==> config.mk <==
export PLATFORM = sky130hd
export DESIGN_NAME = lmu_ram
export DESIGN_NICKNAME = d
export VERILOG_FILES = /design/src/rtl/core/lmu_ram.sv
export SDC_FILE = /design/constraint.sdc
export NUM_CORES = 1
export LEC_CHECK = 0
export BUFFER_PORTS_ARGS = -buffer_cell sky130_fd_sc_hd__clkbuf_2
export CAP_MARGIN = 20
export CORE_MARGIN = 8
export CORE_UTILIZATION = 45
export CTS_CLUSTER_SIZE = 25
export DETAILED_ROUTE_END_ITERATION = 6
export PLACE_DENSITY_LB_ADDON = 0.15
export SYNTH_ARGS = -nofsm -noshare
export SYNTH_HDL_FRONTEND = slang
export SYNTH_SLANG_ARGS = --single-unit
==> constraint.sdc <==
create_clock -name clk -period 6.83 [get_ports clk]
set_input_delay 0.683 -clock clk [delete_from_list [all_inputs] [get_ports clk]]
set_output_delay 0.683 -clock clk [all_outputs]
set_load 0.02 [all_outputs]
==> src/rtl/core/lmu_ram.sv <==
// Lattice site store: one write port, one read port, registered read data.
// No dependencies.
`default_nettype none
module lmu_ram #(
  parameter int DEPTH = 16,
  parameter int AW    = 4
) (
  input  wire logic                 clk,
  input  wire logic                 we,
  input  wire logic [AW-1:0]        waddr,
  input  wire logic signed [23:0]   wdata,
  input  wire logic [AW-1:0]        raddr,
  output logic signed [23:0]        rdata
);
  logic signed [23:0] mem [DEPTH];

  always_ff @(posedge clk) begin
    if (we) begin
      mem[waddr] <= wdata;
    end
    rdata <= mem[raddr];
  end
endmodule
`default_nettype wire

==> impl_metrics.env <==
export IMPL_crit_path_start="raddr[0]"
export IMPL_min_period_ns=2.71
export IMPL_synth_most_common_cell="edfxtp_1"
export IMPL_yosysWarnings=0
export IMPL_crit_cells=5
export IMPL_die_w_um=198
export IMPL_die_h_um=198
export IMPL_yosys_most_used_dff="edfxtp_1"
export IMPL_ys_types=16
export IMPL_drt_iter0_markers=529
export IMPL_clockRootBuffer="clkbuf_16"
export IMPL_fin_crit_sh=0.397
export IMPL_yosys_area_share_adder=0
export IMPL_crit_buf_inv=2
export IMPL_wl_per_cell_um=26.8
export IMPL_die_area_um2=39300
export IMPL_synth_common_cells="edfxtp_1, mux4_2, a22oi_1, nand2_1, dfxtp_1"
export IMPL_antenna_found_initial=2
export IMPL_cts_hold_buffers=0
export IMPL_cts_repair_resized=0
export IMPL_syn_area_um2=14900
export IMPL_fmax_mhz=369
export IMPL_drv_cap=0
export IMPL_synthSimpleGateAreaFrac=0.0149
export IMPL_clock_power_share=0.431
export IMPL_synth_top_area_frac=0.772
export IMPL_hold_viol=0
export IMPL_gp_congestion=0.689
export IMPL_postCtsSetupRepairBufs=0
export IMPL_io_pins=58
export IMPL_grt_overflow=0
export IMPL_maxSlewViolCount=0
export IMPL_rows=66
export IMPL_avgViaCountPerCell=5.55
export IMPL_power_density_nw_per_um2=312
export IMPL_crit_chain="buf_6 -> buf_4 -> mux4_2 -> a22oi_1 -> nand2_1"
export IMPL_r2r_start="mem[11][9]$_DFFE_PP_"
export IMPL_grt_total_usage=0.168
export IMPL_cts_htree_levels=2
export IMPL_path_clk_slew_ns=0.07
export IMPL_finalSetupTns_ns=0
export IMPL_r2r_slack_ns=5.51
export IMPL_synth_top_family_by_area="multiplexers"
export IMPL_nets=761
export IMPL_synth_edf_count=384
export IMPL_cts_inserted_buffers=42
export IMPL_setup_viol_count_final=0
export IMPL_max_stage_delay_ns=0.79
export IMPL_antenna_left=0
export IMPL_internal_power_mw=4.32
export IMPL_synth_area_mux_share=0.145
export IMPL_crit_path_end_kind="flop"
export IMPL_syn_inst=636
export IMPL_pwr_share_comb=0.048
export IMPL_vias=6675
export IMPL_synth_top_area_cell="edfxtp_1"
export IMPL_synth_area_top_cells="edfxtp_1, mux4_2, dfxtp_1, a22oi_1, nand2_1"
export IMPL_finalClockSkew_ns=0.0218
export IMPL_swShare=0.200
export IMPL_cp_max_fo=57
export IMPL_synth_nets=670
export IMPL_rsz0062_at_grt="false"
export IMPL_rr_worst_depth=3
export IMPL_hold_class="in -> reg"
export IMPL_grt_pass1_vias=7205
export IMPL_ys_async_sr_fraction=0
export IMPL_crit_end="rdata[1]$_DFF_P_"
export IMPL_numPortBuffers=57
export IMPL_dr_pass1_iters=5
export IMPL_clk_latency_ns=0.53
export IMPL_r2r_end="rdata[9]$_DFF_P_"
export IMPL_cts_buffer_depth=3
export IMPL_critical_path_top_delay_family="buffers and inverters"
export IMPL_hpwl_um=16000
export IMPL_slew_headroom=0.422
export IMPL_startpoint_type="input pin"
export IMPL_status="finished, final reports clean"
export IMPL_cpMaxStageDelayCell="buf_4"
export IMPL_num_fill_cells=2538
export IMPL_wirelength_um=32200
export IMPL_start_util=0.458
export IMPL_vdd_ir_drop_worst_v=0.000155
export IMPL_drc=0
export IMPL_max_slew_worst_pin_slew_ns=0.866
export IMPL_holdPathStages=1
export IMPL_arrival_ns=3.11
export IMPL_pwr_share_seq=0.521
export IMPL_avgSynthCellArea_um2=23.5
export IMPL_required_ns=7.23
export IMPL_synthXorXnorAreaFrac=0
export IMPL_drive_gt1_frac=0.340
export IMPL_grt_max_degree=76
export IMPL_net_switching_power_mw=1.08
export IMPL_p_leak_nw=5.58
export IMPL_core_um2=32600
export IMPL_synth_seq_area_share=0.804
export IMPL_synth_seq_cells=408
export IMPL_synth_compound_area_frac=0.0241
export IMPL_cts_tree="done"
export IMPL_diodes=0
export IMPL_grt_pass1_wl_um=47700
export IMPL_final_util=0.530
export IMPL_numClockSinks=408
export IMPL_worstSetupPathType="in -> reg"
export IMPL_area_delta_synth_final_pct=15.8
routing by layer:
metal | GRT usage | share of wire
met5 | 0 | 0.00071
met4 | 0.0376 | 0.014
met3 | 0.0299 | 0.048
met2 | 0.301 | 0.53
met1 | 0.210 | 0.41
worst min path at each step:
stage | startpoint | endpoint
after global routing | wdata[13] | mem[7][13]$_DFFE_PP_
final | wdata[23] | mem[10][23]$_DFFE_PP_
after floorplan | mem[14][0]$_DFFE_PP_ | rdata[0]$_DFF_P_
after detailed placement | mem[14][2]$_DFFE_PP_ | rdata[2]$_DFF_P_
after global placement | mem[14][20]$_DFFE_PP_ | rdata[20]$_DFF_P_
after CTS | wdata[23] | mem[10][23]$_DFFE_PP_
state kept, by name, summed over array words and instances, names as in the netlist:
signal,cells
mem,384
rdata,24
power by group through the flow:
stage	Sequential, mW	Clock (mW)	Combinational [mW]
floorplan	2.89	0	0.135
global placement	2.87	0	0.256
detailed placement	2.87	0	0.262
CTS	2.82	2.37	0.263
global route	2.82	2.47	0.278
finish	2.82	2.33	0.257
metrics by stage:
| step | hold WS, ns | setup WS, ns | power [mW] | instance area (um2) | std cells |
|---|---|---|---|---|---|
| floorplan | 0.635 | 3.53 | 3.02 | 14900 | 636 |
| global placement | 0.656 | 3.58 | 3.12 | 15800 | 1124 |
| detailed placement | 0.661 | 3.56 | 3.13 | 15800 | 1124 |
| CTS | 0.537 | 4.08 | 5.45 | 17300 | 1202 |
| global route | 0.567 | 3.92 | 5.56 | 17300 | 1203 |
| finish | 0.548 | 4.12 | 5.40 | 17300 | 1203 |
cell usage in the layout, fill, tap and decap left out, drive strengths merged:
cell type and instances:
nor2b 2, dfxtp 24, and2 1, clkinvlp 3
nand2b 2, clkbuf 110, a22oi 48, mux4 96
nand2 25, edfxtp 384, nor3 4, nand3 1
bufinv 5, buf 25, or3b 1, nand3b 2
nor2 13, clkinv 15
final cells by class:
type | count | area (um2) | area share
tap | 442 | 553 | 0.0320
multi-input combinational | 195 | 2800 | 0.162
timing repair buffer | 80 | 487 | 0.0282
clock buffer | 55 | 1190 | 0.0691
sequential | 408 | 12000 | 0.695
clock inverter | 23 | 236 | 0.0137
kinds of logic (layout without fill, tap and decap cells):
family                 count (synthesis)  after routing
AND/OR/NAND/NOR                       51             51
flip-flops                           408            408
multiplexers                          96             96
buffers and inverters                 33            158
AO/OA/AOI/OAI                         48             48
No activity file was read; power rests on OpenSTA's default activity.
