==> src/rtl/core/lmu_pkg.sv <==
// Package for the lattice Metropolis update block: field widths, op and
// register codes, fixed-point constants and the reciprocal table.
// No dependencies.
`default_nettype none
package lmu_pkg;

  localparam int NT_DEFAULT = 16;

  localparam logic [1:0] OP_LOAD   = 2'd0;
  localparam logic [1:0] OP_UPDATE = 2'd1;
  localparam logic [1:0] OP_READ   = 2'd2;

  localparam logic [1:0] REG_STEP_SIZE  = 2'd0;
  localparam logic [1:0] REG_QUAD_COEFF = 2'd1;
  localparam logic [1:0] REG_QUART_COEFF = 2'd2;

  localparam logic [15:0]        STEP_SIZE_RESET = 16'd18678;
  localparam logic signed [23:0] QUAD_RESET      = 24'sd65536;
  localparam logic signed [23:0] QUART_RESET     = 24'sd65536;

  localparam logic [30:0] Q30_ONE      = 31'h4000_0000;
  localparam logic [3:0]  TAYLOR_TERMS = 4'd14;
  localparam logic signed [55:0] FLUSH_LIMIT = 56'sd726817;
  localparam logic signed [25:0] MAX24 = 26'sd8388607;
  localparam logic signed [25:0] MIN24 = -26'sd8388608;
  localparam logic signed [24:0] TWO_Q16 = 25'sd131072;

  typedef struct packed {
    logic [15:0]        step_size;
    logic signed [23:0] quadratic_coeff;
    logic signed [23:0] quartic_coeff;
  } cfg_t;

  // floor(2^33 / k) for the rounded division by a Taylor index
  function automatic logic [33:0] recip(input logic [3:0] k);
    logic [33:0] r;
    case (k)
      4'd2:    r = 34'd4294967296;
      4'd3:    r = 34'd2863311530;
      4'd4:    r = 34'd2147483648;
      4'd5:    r = 34'd1717986918;
      4'd6:    r = 34'd1431655765;
      4'd7:    r = 34'd1227133513;
      4'd8:    r = 34'd1073741824;
      4'd9:    r = 34'd954437176;
      4'd10:   r = 34'd858993459;
      4'd11:   r = 34'd780903144;
      4'd12:   r = 34'd715827882;
      4'd13:   r = 34'd660764199;
      4'd14:   r = 34'd613566756;
      default: r = 34'd0;
    endcase
    return r;
  endfunction

endpackage
`default_nettype wire

==> src/rtl/core/lmu_req_if.sv <==
// Request channel of the lattice update block: op, site and draws.
// No dependencies.
`default_nettype none
interface lmu_req_if;
  logic               valid;
  logic               ready;
  logic [1:0]         op;
  logic [3:0]         site_index;
  logic signed [23:0] load_value;
  logic signed [15:0] step_draw;
  logic [15:0]        accept_draw;
  modport source (output valid, op, site_index, load_value, step_draw, accept_draw,
                  input ready);
  modport sink (input valid, op, site_index, load_value, step_draw, accept_draw,
                output ready);
endinterface
`default_nettype wire

==> src/rtl/core/lmu_rsp_if.sv <==
// Response channel of the lattice update block: accept flag and site value.
// No dependencies.
`default_nettype none
interface lmu_rsp_if;
  logic               valid;
  logic               ready;
  logic               accepted;
  logic signed [23:0] site_value;
  modport source (output valid, accepted, site_value, input ready);
  modport sink (input valid, accepted, site_value, output ready);
endinterface
`default_nettype wire

==> src/rtl/core/lmu_core.sv <==
// Sequencer and datapath of the lattice update: one shared multiplier,
// action change, Taylor exponential and result register.
// Depends on lmu_pkg, lmu_req_if, lmu_rsp_if; drives lmu_ram.
`default_nettype none
module lmu_core #(
  parameter int NT = lmu_pkg::NT_DEFAULT,
  parameter int AW = $clog2(NT)
) (
  input  wire logic          clk,
  input  wire logic          rst,
  lmu_req_if.sink            req,
  lmu_rsp_if.source          rsp,
  input  wire lmu_pkg::cfg_t cfg,
  output logic               ram_we,
  output logic [AW-1:0]      ram_waddr,
  output logic signed [23:0] ram_wdata,
  output logic [AW-1:0]      ram_raddr,
  input  wire logic signed [23:0] ram_rdata
);
  localparam logic [4:0] S_IDLE = 5'd0,  S_RDW = 5'd1,  S_U1 = 5'd2,  S_U2 = 5'd3,
                         S_U3 = 5'd4,   S_U4 = 5'd5,   S_U5 = 5'd6,  S_U6 = 5'd7,
                         S_U7 = 5'd8,   S_U8 = 5'd9,   S_U9 = 5'd10, S_U10 = 5'd11,
                         S_DEC = 5'd12, H_A = 5'd13,   H_B = 5'd14,  H_C = 5'd15,
                         P_A = 5'd16,   P_B = 5'd17,   S_WB = 5'd18, S_DONE = 5'd19;

  logic [4:0]         state;
  logic [1:0]         op_r;
  logic [AW-1:0]      idx_r, up_idx, lo_idx, req_idx;
  logic signed [15:0] step_draw_r;
  logic [15:0]        accept_draw_r;
  logic signed [23:0] x, u, xn, res_val;
  logic signed [24:0] upl;
  logic [30:0]        x2o, x2n;
  logic [44:0]        x4o;
  logic signed [29:0] h;
  logic [15:0]        low;
  logic signed [55:0] d;
  logic [30:0]        hf, f_frac, t, qq, r, e1;
  logic [3:0]         k, cnt;
  logic               e1_valid, e1_mode, acc;
  logic               out_valid, out_acc, out_load;
  logic signed [23:0] out_val;

  logic signed [33:0] mul_a, mul_b;
  logic signed [67:0] prod;

  // combinational helpers
  logic signed [67:0] p_rnd15, p_rnd16;
  logic [67:0]        p_rnd30;
  logic signed [25:0] xn_sum;
  logic signed [23:0] xn_sat;
  logic [44:0]        x4n;
  logic signed [45:0] dq4;
  logic [30:0]        q, qq_c, est, qv;
  logic [34:0]        est_k;
  logic signed [55:0] a_neg;
  logic [19:0]        a;
  logic [16:0]        e_q16;

  function automatic logic signed [55:0] rnd16(input logic signed [67:0] v);
    logic signed [67:0] tmp;
    tmp = v + 68'sd32768;
    return 56'(tmp >>> 16);
  endfunction

  // reduce a site index modulo NT through a constant lookup over the index codes
  function automatic logic [AW-1:0] site_mod(input logic [3:0] s);
    logic [AW-1:0] m;
    m = '0;
    for (int i = 0; i < 16; i++) begin
      if (s == 4'(i)) m = AW'(i % NT);
    end
    return m;
  endfunction

  assign req_idx = site_mod(req.site_index);
  assign up_idx  = (idx_r == AW'(NT - 1)) ? '0 : idx_r + 1'b1;
  assign lo_idx  = (idx_r == '0) ? AW'(NT - 1) : idx_r - 1'b1;

  assign p_rnd15 = (prod + 68'sd16384) >>> 15;
  assign p_rnd16 = (prod + 68'sd32768) >>> 16;
  assign p_rnd30 = 68'(prod) + 68'h2000_0000;
  assign xn_sum  = 26'(x) + 26'(p_rnd15);
  assign xn_sat  = (xn_sum > lmu_pkg::MAX24) ? 24'sh7FFFFF :
                   (xn_sum < lmu_pkg::MIN24) ? 24'sh800000 : xn_sum[23:0];
  assign x4n     = p_rnd16[44:0];
  assign dq4     = $signed({1'b0, x4o}) - $signed({1'b0, x4n});
  assign q       = p_rnd30[60:30];
  assign qq_c    = q + 31'(k >> 1);
  assign est     = prod[63:33];
  assign est_k   = 35'(est) * 35'(k);
  assign qv      = ((35'(qq) - est_k) >= 35'(k)) ? est + 1'b1 : est;
  assign a_neg   = -d;
  assign a       = a_neg[19:0];
  assign e_q16   = 17'((32'(r) + 32'h2000) >> 14);

  // operand select for the shared multiplier
  always_comb begin
    mul_a = '0;
    mul_b = '0;
    unique case (state)
      S_U1: begin
        mul_a = 34'(step_draw_r);
        mul_b = $signed({18'd0, cfg.step_size});
      end
      S_U2: begin
        mul_a = 34'(x);
        mul_b = 34'(x);
      end
      S_U3: begin
        mul_a = 34'(xn);
        mul_b = 34'(xn);
      end
      S_U4: begin
        mul_a = $signed({3'd0, x2o});
        mul_b = $signed({3'd0, x2o});
      end
      S_U5: begin
        mul_a = $signed({3'd0, x2n});
        mul_b = $signed({3'd0, x2n});
      end
      S_U6: begin
        mul_a = 34'(lmu_pkg::TWO_Q16 + 25'(cfg.quadratic_coeff));
        mul_b = $signed({3'd0, x2o}) - $signed({3'd0, x2n});
      end
      S_U7: begin
        mul_a = 34'(cfg.quartic_coeff);
        mul_b = 34'(h);
      end
      S_U8: begin
        mul_a = 34'(cfg.quartic_coeff);
        mul_b = $signed({18'd0, low});
      end
      S_U9: begin
        mul_a = 34'(upl) <<< 1;
        mul_b = 34'(x) - 34'(xn);
        mul_b = -mul_b;
      end
      H_A: begin
        mul_a = $signed({3'd0, hf});
        mul_b = $signed({3'd0, t});
      end
      H_B: begin
        mul_a = $signed({3'd0, qq_c});
        mul_b = $signed(lmu_pkg::recip(k));
      end
      P_A: begin
        mul_a = $signed({3'd0, r});
        mul_b = $signed({3'd0, e1});
      end
      default: begin
        mul_a = '0;
        mul_b = '0;
      end
    endcase
  end

  always_ff @(posedge clk) begin
    prod <= mul_a * mul_b;
  end

  // site store read address: x, then the upper and lower neighbors
  always_comb begin
    ram_raddr = req_idx;
    if (state == S_U1) ram_raddr = up_idx;
    if (state == S_U2) ram_raddr = lo_idx;
  end

  // the store is written either by a load transfer in idle or on write-back;
  // reads of that entry come only in a later state, so no forwarding
  always_comb begin
    ram_we    = 1'b0;
    ram_waddr = idx_r;
    ram_wdata = xn;
    if (state == S_IDLE && req.valid && req.op == lmu_pkg::OP_LOAD) begin
      ram_we    = 1'b1;
      ram_waddr = req_idx;
      ram_wdata = req.load_value;
    end else if (state == S_WB && acc) begin
      ram_we = 1'b1;
    end
  end

  assign req.ready    = (state == S_IDLE);
  assign rsp.valid    = out_valid;
  assign rsp.accepted = out_acc;
  assign rsp.site_value = out_val;

  // load the output register when it is empty or drains in this cycle
  assign out_load = (state == S_DONE) && (!out_valid || rsp.ready);

  always_ff @(posedge clk) begin
    if (rst) begin
      state     <= S_IDLE;
      e1_valid  <= 1'b0;
      out_valid <= 1'b0;
    end else begin
      if (out_load) begin
        out_valid <= 1'b1;
      end else if (rsp.ready) begin
        out_valid <= 1'b0;
      end
      unique case (state)
        S_IDLE: begin
          if (req.valid) begin
            op_r          <= req.op;
            idx_r         <= req_idx;
            step_draw_r   <= req.step_draw;
            accept_draw_r <= req.accept_draw;
            acc           <= 1'b0;
            case (req.op)
              lmu_pkg::OP_LOAD: begin
                res_val <= req.load_value;
                state   <= S_DONE;
              end
              lmu_pkg::OP_UPDATE: state <= S_U1;
              default: state <= S_RDW;
            endcase
          end
        end
        S_RDW: begin
          res_val <= ram_rdata;
          state   <= S_DONE;
        end
        S_U1: begin
          x     <= ram_rdata;
          state <= S_U2;
        end
        S_U2: begin
          u     <= ram_rdata;
          xn    <= xn_sat;
          state <= S_U3;
        end
        S_U3: begin
          upl   <= 25'(u) + 25'(ram_rdata);
          x2o   <= p_rnd16[30:0];
          state <= S_U4;
        end
        S_U4: begin
          x2n   <= p_rnd16[30:0];
          state <= S_U5;
        end
        S_U5: begin
          x4o   <= p_rnd16[44:0];
          state <= S_U6;
        end
        S_U6: begin
          h     <= dq4[45:16];
          low   <= dq4[15:0];
          state <= S_U7;
        end
        S_U7: begin
          d     <= rnd16(prod);
          state <= S_U8;
        end
        S_U8: begin
          d     <= d + 56'(prod);
          state <= S_U9;
        end
        S_U9: begin
          d     <= d + rnd16(prod);
          state <= S_U10;
        end
        S_U10: begin
          d     <= d + rnd16(prod);
          state <= S_DEC;
        end
        S_DEC: begin
          if (!d[55]) begin
            acc   <= 1'b1;
            state <= S_WB;
          end else if (d < -lmu_pkg::FLUSH_LIMIT) begin
            acc   <= (accept_draw_r == 16'd0);
            state <= S_WB;
          end else begin
            f_frac  <= {1'b0, a[15:0], 14'd0};
            cnt     <= a[19:16];
            t       <= lmu_pkg::Q30_ONE;
            k       <= lmu_pkg::TAYLOR_TERMS;
            hf      <= e1_valid ? {1'b0, a[15:0], 14'd0} : lmu_pkg::Q30_ONE;
            e1_mode <= !e1_valid;
            state   <= H_A;
          end
        end
        H_A: state <= H_B;
        H_B: begin
          qq <= qq_c;
          if (k == 4'd1) begin
            // last Horner term: division by one is the value itself
            if (e1_mode) begin
              e1       <= lmu_pkg::Q30_ONE - q;
              e1_valid <= 1'b1;
              e1_mode  <= 1'b0;
              hf       <= f_frac;
              t        <= lmu_pkg::Q30_ONE;
              k        <= lmu_pkg::TAYLOR_TERMS;
              state    <= H_A;
            end else begin
              r     <= lmu_pkg::Q30_ONE - q;
              state <= P_A;
            end
          end else begin
            state <= H_C;
          end
        end
        H_C: begin
          t     <= lmu_pkg::Q30_ONE - qv;
          k     <= k - 1'b1;
          state <= H_A;
        end
        P_A: begin
          if (cnt == 4'd0) begin
            acc   <= ({1'b0, accept_draw_r} <= e_q16);
            state <= S_WB;
          end else begin
            state <= P_B;
          end
        end
        P_B: begin
          r     <= p_rnd30[60:30];
          cnt   <= cnt - 1'b1;
          state <= P_A;
        end
        S_WB: begin
          res_val <= acc ? xn : x;
          state   <= S_DONE;
        end
        S_DONE: begin
          if (out_load) begin
            out_acc   <= acc;
            out_val   <= res_val;
            state     <= S_IDLE;
          end
        end
        default: state <= S_IDLE;
      endcase
    end
  end

  a_horner_k: assert property (@(posedge clk) disable iff (rst)
    (state == H_A) |-> (k != 4'd0 && t <= lmu_pkg::Q30_ONE))
    else $error("Horner step with bad index or term");
  a_pow_cnt: assert property (@(posedge clk) disable iff (rst)
    (state == P_B) |-> (cnt != 4'd0 && e1_valid))
    else $error("power step without count or e^-1");
  a_no_acc: assert property (@(posedge clk) disable iff (rst)
    (state == S_DONE && op_r != lmu_pkg::OP_UPDATE) |-> !acc)
    else $error("load or read flagged accepted");
  a_wb_busy: assert property (@(posedge clk) disable iff (rst)
    (ram_we && state != S_IDLE) |-> (state == S_WB && op_r == lmu_pkg::OP_UPDATE))
    else $error("site write outside write-back");
endmodule
`default_nettype wire

==> src/flat_wrapper.sv <==
// flat-port wrapper written by rule: the top's interface ports become plain ports
module lmu_core_flat 
#(
  parameter int NT = lmu_pkg::NT_DEFAULT,
  parameter int AW = $clog2(NT)
)
  (clk, rst, cfg, ram_we, ram_waddr, ram_wdata, ram_raddr, ram_rdata, req_valid, req_op, req_site_index, req_load_value, req_step_draw, req_accept_draw, req_ready, rsp_valid, rsp_accepted, rsp_site_value, rsp_ready);
  lmu_req_if req_i ();
  lmu_rsp_if rsp_i ();
  input  wire logic clk;
  input  wire logic rst;
  input  wire lmu_pkg::cfg_t cfg;
  output logic ram_we;
  output logic [AW-1:0] ram_waddr;
  output logic signed [23:0] ram_wdata;
  output logic [AW-1:0] ram_raddr;
  input  wire logic signed [23:0] ram_rdata;
  input wire logic [$bits(req_i.valid)-1:0] req_valid;
  input wire logic [$bits(req_i.op)-1:0] req_op;
  input wire logic [$bits(req_i.site_index)-1:0] req_site_index;
  input wire logic [$bits(req_i.load_value)-1:0] req_load_value;
  input wire logic [$bits(req_i.step_draw)-1:0] req_step_draw;
  input wire logic [$bits(req_i.accept_draw)-1:0] req_accept_draw;
  output wire logic [$bits(req_i.ready)-1:0] req_ready;
  output wire logic [$bits(rsp_i.valid)-1:0] rsp_valid;
  output wire logic [$bits(rsp_i.accepted)-1:0] rsp_accepted;
  output wire logic [$bits(rsp_i.site_value)-1:0] rsp_site_value;
  input wire logic [$bits(rsp_i.ready)-1:0] rsp_ready;
  assign req_i.valid = req_valid;
  assign req_i.op = req_op;
  assign req_i.site_index = req_site_index;
  assign req_i.load_value = req_load_value;
  assign req_i.step_draw = req_step_draw;
  assign req_i.accept_draw = req_accept_draw;
  assign req_ready = req_i.ready;
  assign rsp_valid = rsp_i.valid;
  assign rsp_accepted = rsp_i.accepted;
  assign rsp_site_value = rsp_i.site_value;
  assign rsp_i.ready = rsp_ready;
  lmu_core #(.NT(NT), .AW(AW)) u_core (.clk(clk), .rst(rst), .req(req_i), .rsp(rsp_i), .cfg(cfg), .ram_we(ram_we), .ram_waddr(ram_waddr), .ram_wdata(ram_wdata), .ram_raddr(ram_raddr), .ram_rdata(ram_rdata));
endmodule
==> config.mk <==
export PLATFORM = sky130hd
export DESIGN_NAME = lmu_core_flat
export DESIGN_NICKNAME = d
export VERILOG_FILES = /design/src/rtl/core/lmu_pkg.sv /design/src/rtl/core/lmu_req_if.sv /design/src/rtl/core/lmu_rsp_if.sv /design/src/rtl/core/lmu_core.sv /design/src/flat_wrapper.sv
export SDC_FILE = /design/constraint.sdc
export NUM_CORES = 2
export LEC_CHECK = 0
export CAP_MARGIN = 40
export CORE_AREA = 2 2 438 353
export DETAILED_ROUTE_END_ITERATION = 8
export DIE_AREA = 0 0 440 355
export DONT_BUFFER_PORTS = 1
export PLACE_DENSITY_LB_ADDON = 0.1
export SLEW_MARGIN = 30
export SYNTH_ARGS = -nofsm -noshare
export SYNTH_HDL_FRONTEND = slang
export SYNTH_SLANG_ARGS = --single-unit
==> constraint.sdc <==
create_clock -name clk -period 15.3 [get_ports clk]
set_clock_uncertainty 0.15 [all_clocks]
set_input_delay 4.59 -clock clk [delete_from_list [all_inputs] [get_ports clk]]
set_output_delay 4.59 -clock clk [all_outputs]
set_load 0.01 [all_outputs]
==> key figures <==
Final layout
  – Commonest non-fill, non-tap cell in the layout: inv_1
  – Nets: between 10000 and 15000
  – Most frequent cells in the layout: 1582 x inv_1, 1286 x fa_1, 1184 x nand2_1, 820 x nor2_1, 558 x edfxtp_1
  – Area growth syn-to-layout: 7.56%
  – Share of layout cells above drive strength 1: under 10%

STA
  – Hold slack: 0.268 ns
  – # setup viols final: 0
  – Fin crit period: ~15 ns
  – Slew headroom: between 30 and 40%
  – Final period util: 96.4%
  – Final hold viol count: 0
  – Max Slew Vio Count: 0
  – Slew at the pin closest to its max-slew limit: roughly 1.0 ns
  – RSZ-0062 raised after global routing: false
  – Setup TNS: 0 ns
  – Worst setup margin: roughly 0.55 ns
  – Max Clk Rate: around 68 MHz

Global route
  – Met2 GRT Util: between 50 and 60%
  – Vias in the first global route: roughly 70000
  – Grt ovf: 0
  – Largest net degree at the start of global routing: 76
  – Global routing's busiest layer: met2
  – First-pass GRT wire length: 478 mm
  – Routing usage on met3: a little over an eighth
  – Initial antenna violation count: 24
  – Met1 usage: about three fifths
  – Total GRT Usage: 42.3%

Logic synthesis
  – Distinct cell type count after synthesis: 93
  – Fraction of synthesis flops using an asynchronous set or reset pin: 0%
  – Share of the synthesized area in the top cell type: approximately 30%
  – Flops & latches, synth: around 650
  – Synthesized cell area: approximately 0.086 sq mm
  – Synth warn: 0
  – Sequential fraction of the synthesis area: 21.7%
  – Area leader, netlist: fa_1
  – Mapped Nets: between 10000 and 15000
  – Post-synthesis cell count: 9352
  – Mean Syn Cell Area: 9.20 sq um
  – Most used DFF post-synth: edfxtp_1
  – Post-synth EDFFs: 558
  – Synth area leaders: fa_1 30%, edfxtp_1 19%, ha_1 7.3%

Floorplan
  – Initial Util: between 50% and 60%
  – Die Wd: about 440 microns
  – Die ar.: roughly 0.16 sq mm
  – Std-Cell Core Area: 0.152 sq mm
  – I/O pins: 214
  – Die Y: ~360 microns
  – Rows: approximately 130

Power
  – Pwr/cell area: 195 mW/mm^2
  – Sw Pwr: approximately 10 mW
  – Power Total: 18.0 mW
  – Logic pwr share: about three quarters
  – Maximum VDD drop: roughly 0.00026 V
  – P_int: slightly above 8 mW
  – Clock power frac: approximately a tenth
  – Switch share: between 50% and 60%
  – Reg power frac: between 10% and 20%
  – Leak Pwr: between 40 and 50 nW

Drt
  – Iter 0 DRT Violations: 9067
  – First-pass DRT Iterations: 9
  – Routed wire length: 329 mm
  – Via count: around 70000
  – Vias per cell: ~6.3
  – DR WL/cell: between 20 and 30 microns
  – Post-route ant nets: 0
  – DRC Markers: 4

Worst setup path
  – R2R Path Start: u_core.prod[29]$_DFF_P_
  – Max stage delay cell, worst path: dfxtp_1
  – Crit path buf inv count: 13
  – Worst reg2reg setup slack: between 0.5 and 0.6 ns
  – RR Endpoint: u_core.prod[60]$_DFF_P_
  – Worst setup EP type: flop
  – Worst Path Required: 15.72 ns
  – Slowest cell delay on critical path: around 0.96 ns
  – Setup crit start kind: flop
  – CP top delay family: adder cells
  – Arr. time, crit path: between 15 and 20 ns
  – Critical path peak fanout: 7
  – Reg2reg path depth: 47
  – Critical path type: flop to flop

Clocking
  – Cts bufs inserted: 76
  – Hold Buf Count CTS: 0
  – H-tree levels: 3
  – CTS tree: built
  – Root Buffer: clkbuf_16
  – Clock latency on the worst-skew pair: 0.73 ns
  – Clock Tree Buf Depth: 3
  – CTS resizes: 0
  – Post-CTS Setup Inserts: 0
  – Clock slew at reported path FFs: roughly 0.050 ns
  – CTS Sinks: 654

Outcome
  – Status: complete, but fails checks
  – Violated checks: DRC

Placed design
  – Pre-CTS WS: 0.378 ns
  – GP Congestion: about 1.1
  – # port buffers: 0
  – Post-DP HPWL: 265 mm

Hold path
  – WHS Endpoint: u_core.rsp.site_value[2]$_DFFE_PP_
  – Hold wc startpoint: u_core.res_val[2]$_DFFE_PP_
  – Worst min-delay path class: flop to flop
  – Hold Path Stages: 0

Run
  – Max-cap check violation count: 0
state kept, by name, indices dropped and copies added (netlist names), 17 cells and up, named ones only:
name                   cells
u_core.x4o                45
u_core.d                  56
u_core.e1                 31
u_core.x2o                31
u_core.qq                 31
u_core.rsp.site_value     24
u_core.res_val            24
u_core.upl                25
u_core.t                  31
u_core.h                  30
u_core.xn                 24
u_core.u                  24
u_core.prod               68
u_core.hf                 17
u_core.x2n                31
u_core.r                  31
u_core.x                  24
metrics by stage:
step	utilization, %	cell area, sq um	std cells
3_3_place_gp	59.1	89600	11200
2_1_floorplan	-	86000	9352
6_report	61.0	92500	11400
3_5_place_dp	59.3	89900	11200
5_1_grt	61.0	92500	11400
4_1_cts	60.9	92300	11400
cell usage after synthesis (49+ instances only):
cell type and instances:
or3_1 54, a21oi_1 364, inv_1 1582, a21o_1 134, ha_1 500, nor2_1 844, xor2_1 182, o21ai_0 262
nand2_1 1186, nor3_1 119, and2_1 125, nand2b_1 79, and3_1 75, dfxtp_1 96, nand3_1 147, nor2b_1 49
nand4_1 68, fa_1 1287, mux2i_1 53, a22oi_1 88, xnor2_1 338, edfxtp_1 558, clkbuf_1 397
how the worst max path moves through the flow:
stage	from	endpoint	cells past startpoint
global route	u_core.xn[0]$_SDFFCE_PN1P_	u_core.prod[66]$_DFF_P_	44
detailed placement	cfg[41]	u_core.prod[66]$_DFF_P_	38
finish	u_core.prod[29]$_DFF_P_	u_core.prod[60]$_DFF_P_	47
CTS	cfg[41]	u_core.prod[66]$_DFF_P_	38
global placement	cfg[41]	u_core.prod[60]$_DFF_P_	39
floorplan	cfg[42]	u_core.prod[67]$_DFF_P_	33
cells by family after synthesis:
family	synth area share [%]
AOI/OAI and AO/OA	10.9
adders and majority gates	37.2
muxes	1.14
buffers and inverters	8.81
xor gates and xnor gates	5.30
and+or+nand+nor	14.9
DFF	21.7
final cells by class:
| type | count | area (sq um) |
|---|---|---|
| multi-input cells | 6682 | 60300 |
| fillers | 13100 | 59200 |
| flip-flops and latches | 654 | 18700 |
| inverters | 1585 | 5950 |
| repair buffers | 322 | 2610 |
| well taps | 2015 | 2520 |
| clock buffers | 94 | 1990 |
| clock inverters | 42 | 390 |
| diodes | 13 | 32.5 |
per-layer routing:
metal | part of all wire, % | up-vias
met5 | 0.030 | -
met4 | 6.5 | 12
met3 | 14 | 883
met2 | 41 | 4625
met1 | 39 | 35700
li1 | - | 30200
power groups by stage:
| stage | Clock [mW] | Combinational, mW | Sequential [mW] |
|---|---|---|---|
| 2_1_floorplan | 0 | 8.81 | 2.39 |
| 3_3_place_gp | 0 | 13.0 | 2.61 |
| 3_5_place_dp | 0 | 13.2 | 2.61 |
| 4_1_cts | 1.84 | 13.3 | 2.58 |
| 5_1_grt | 1.91 | 14.8 | 2.57 |
| 6_report | 1.83 | 13.6 | 2.58 |
(Power assumes the default switching activity.)
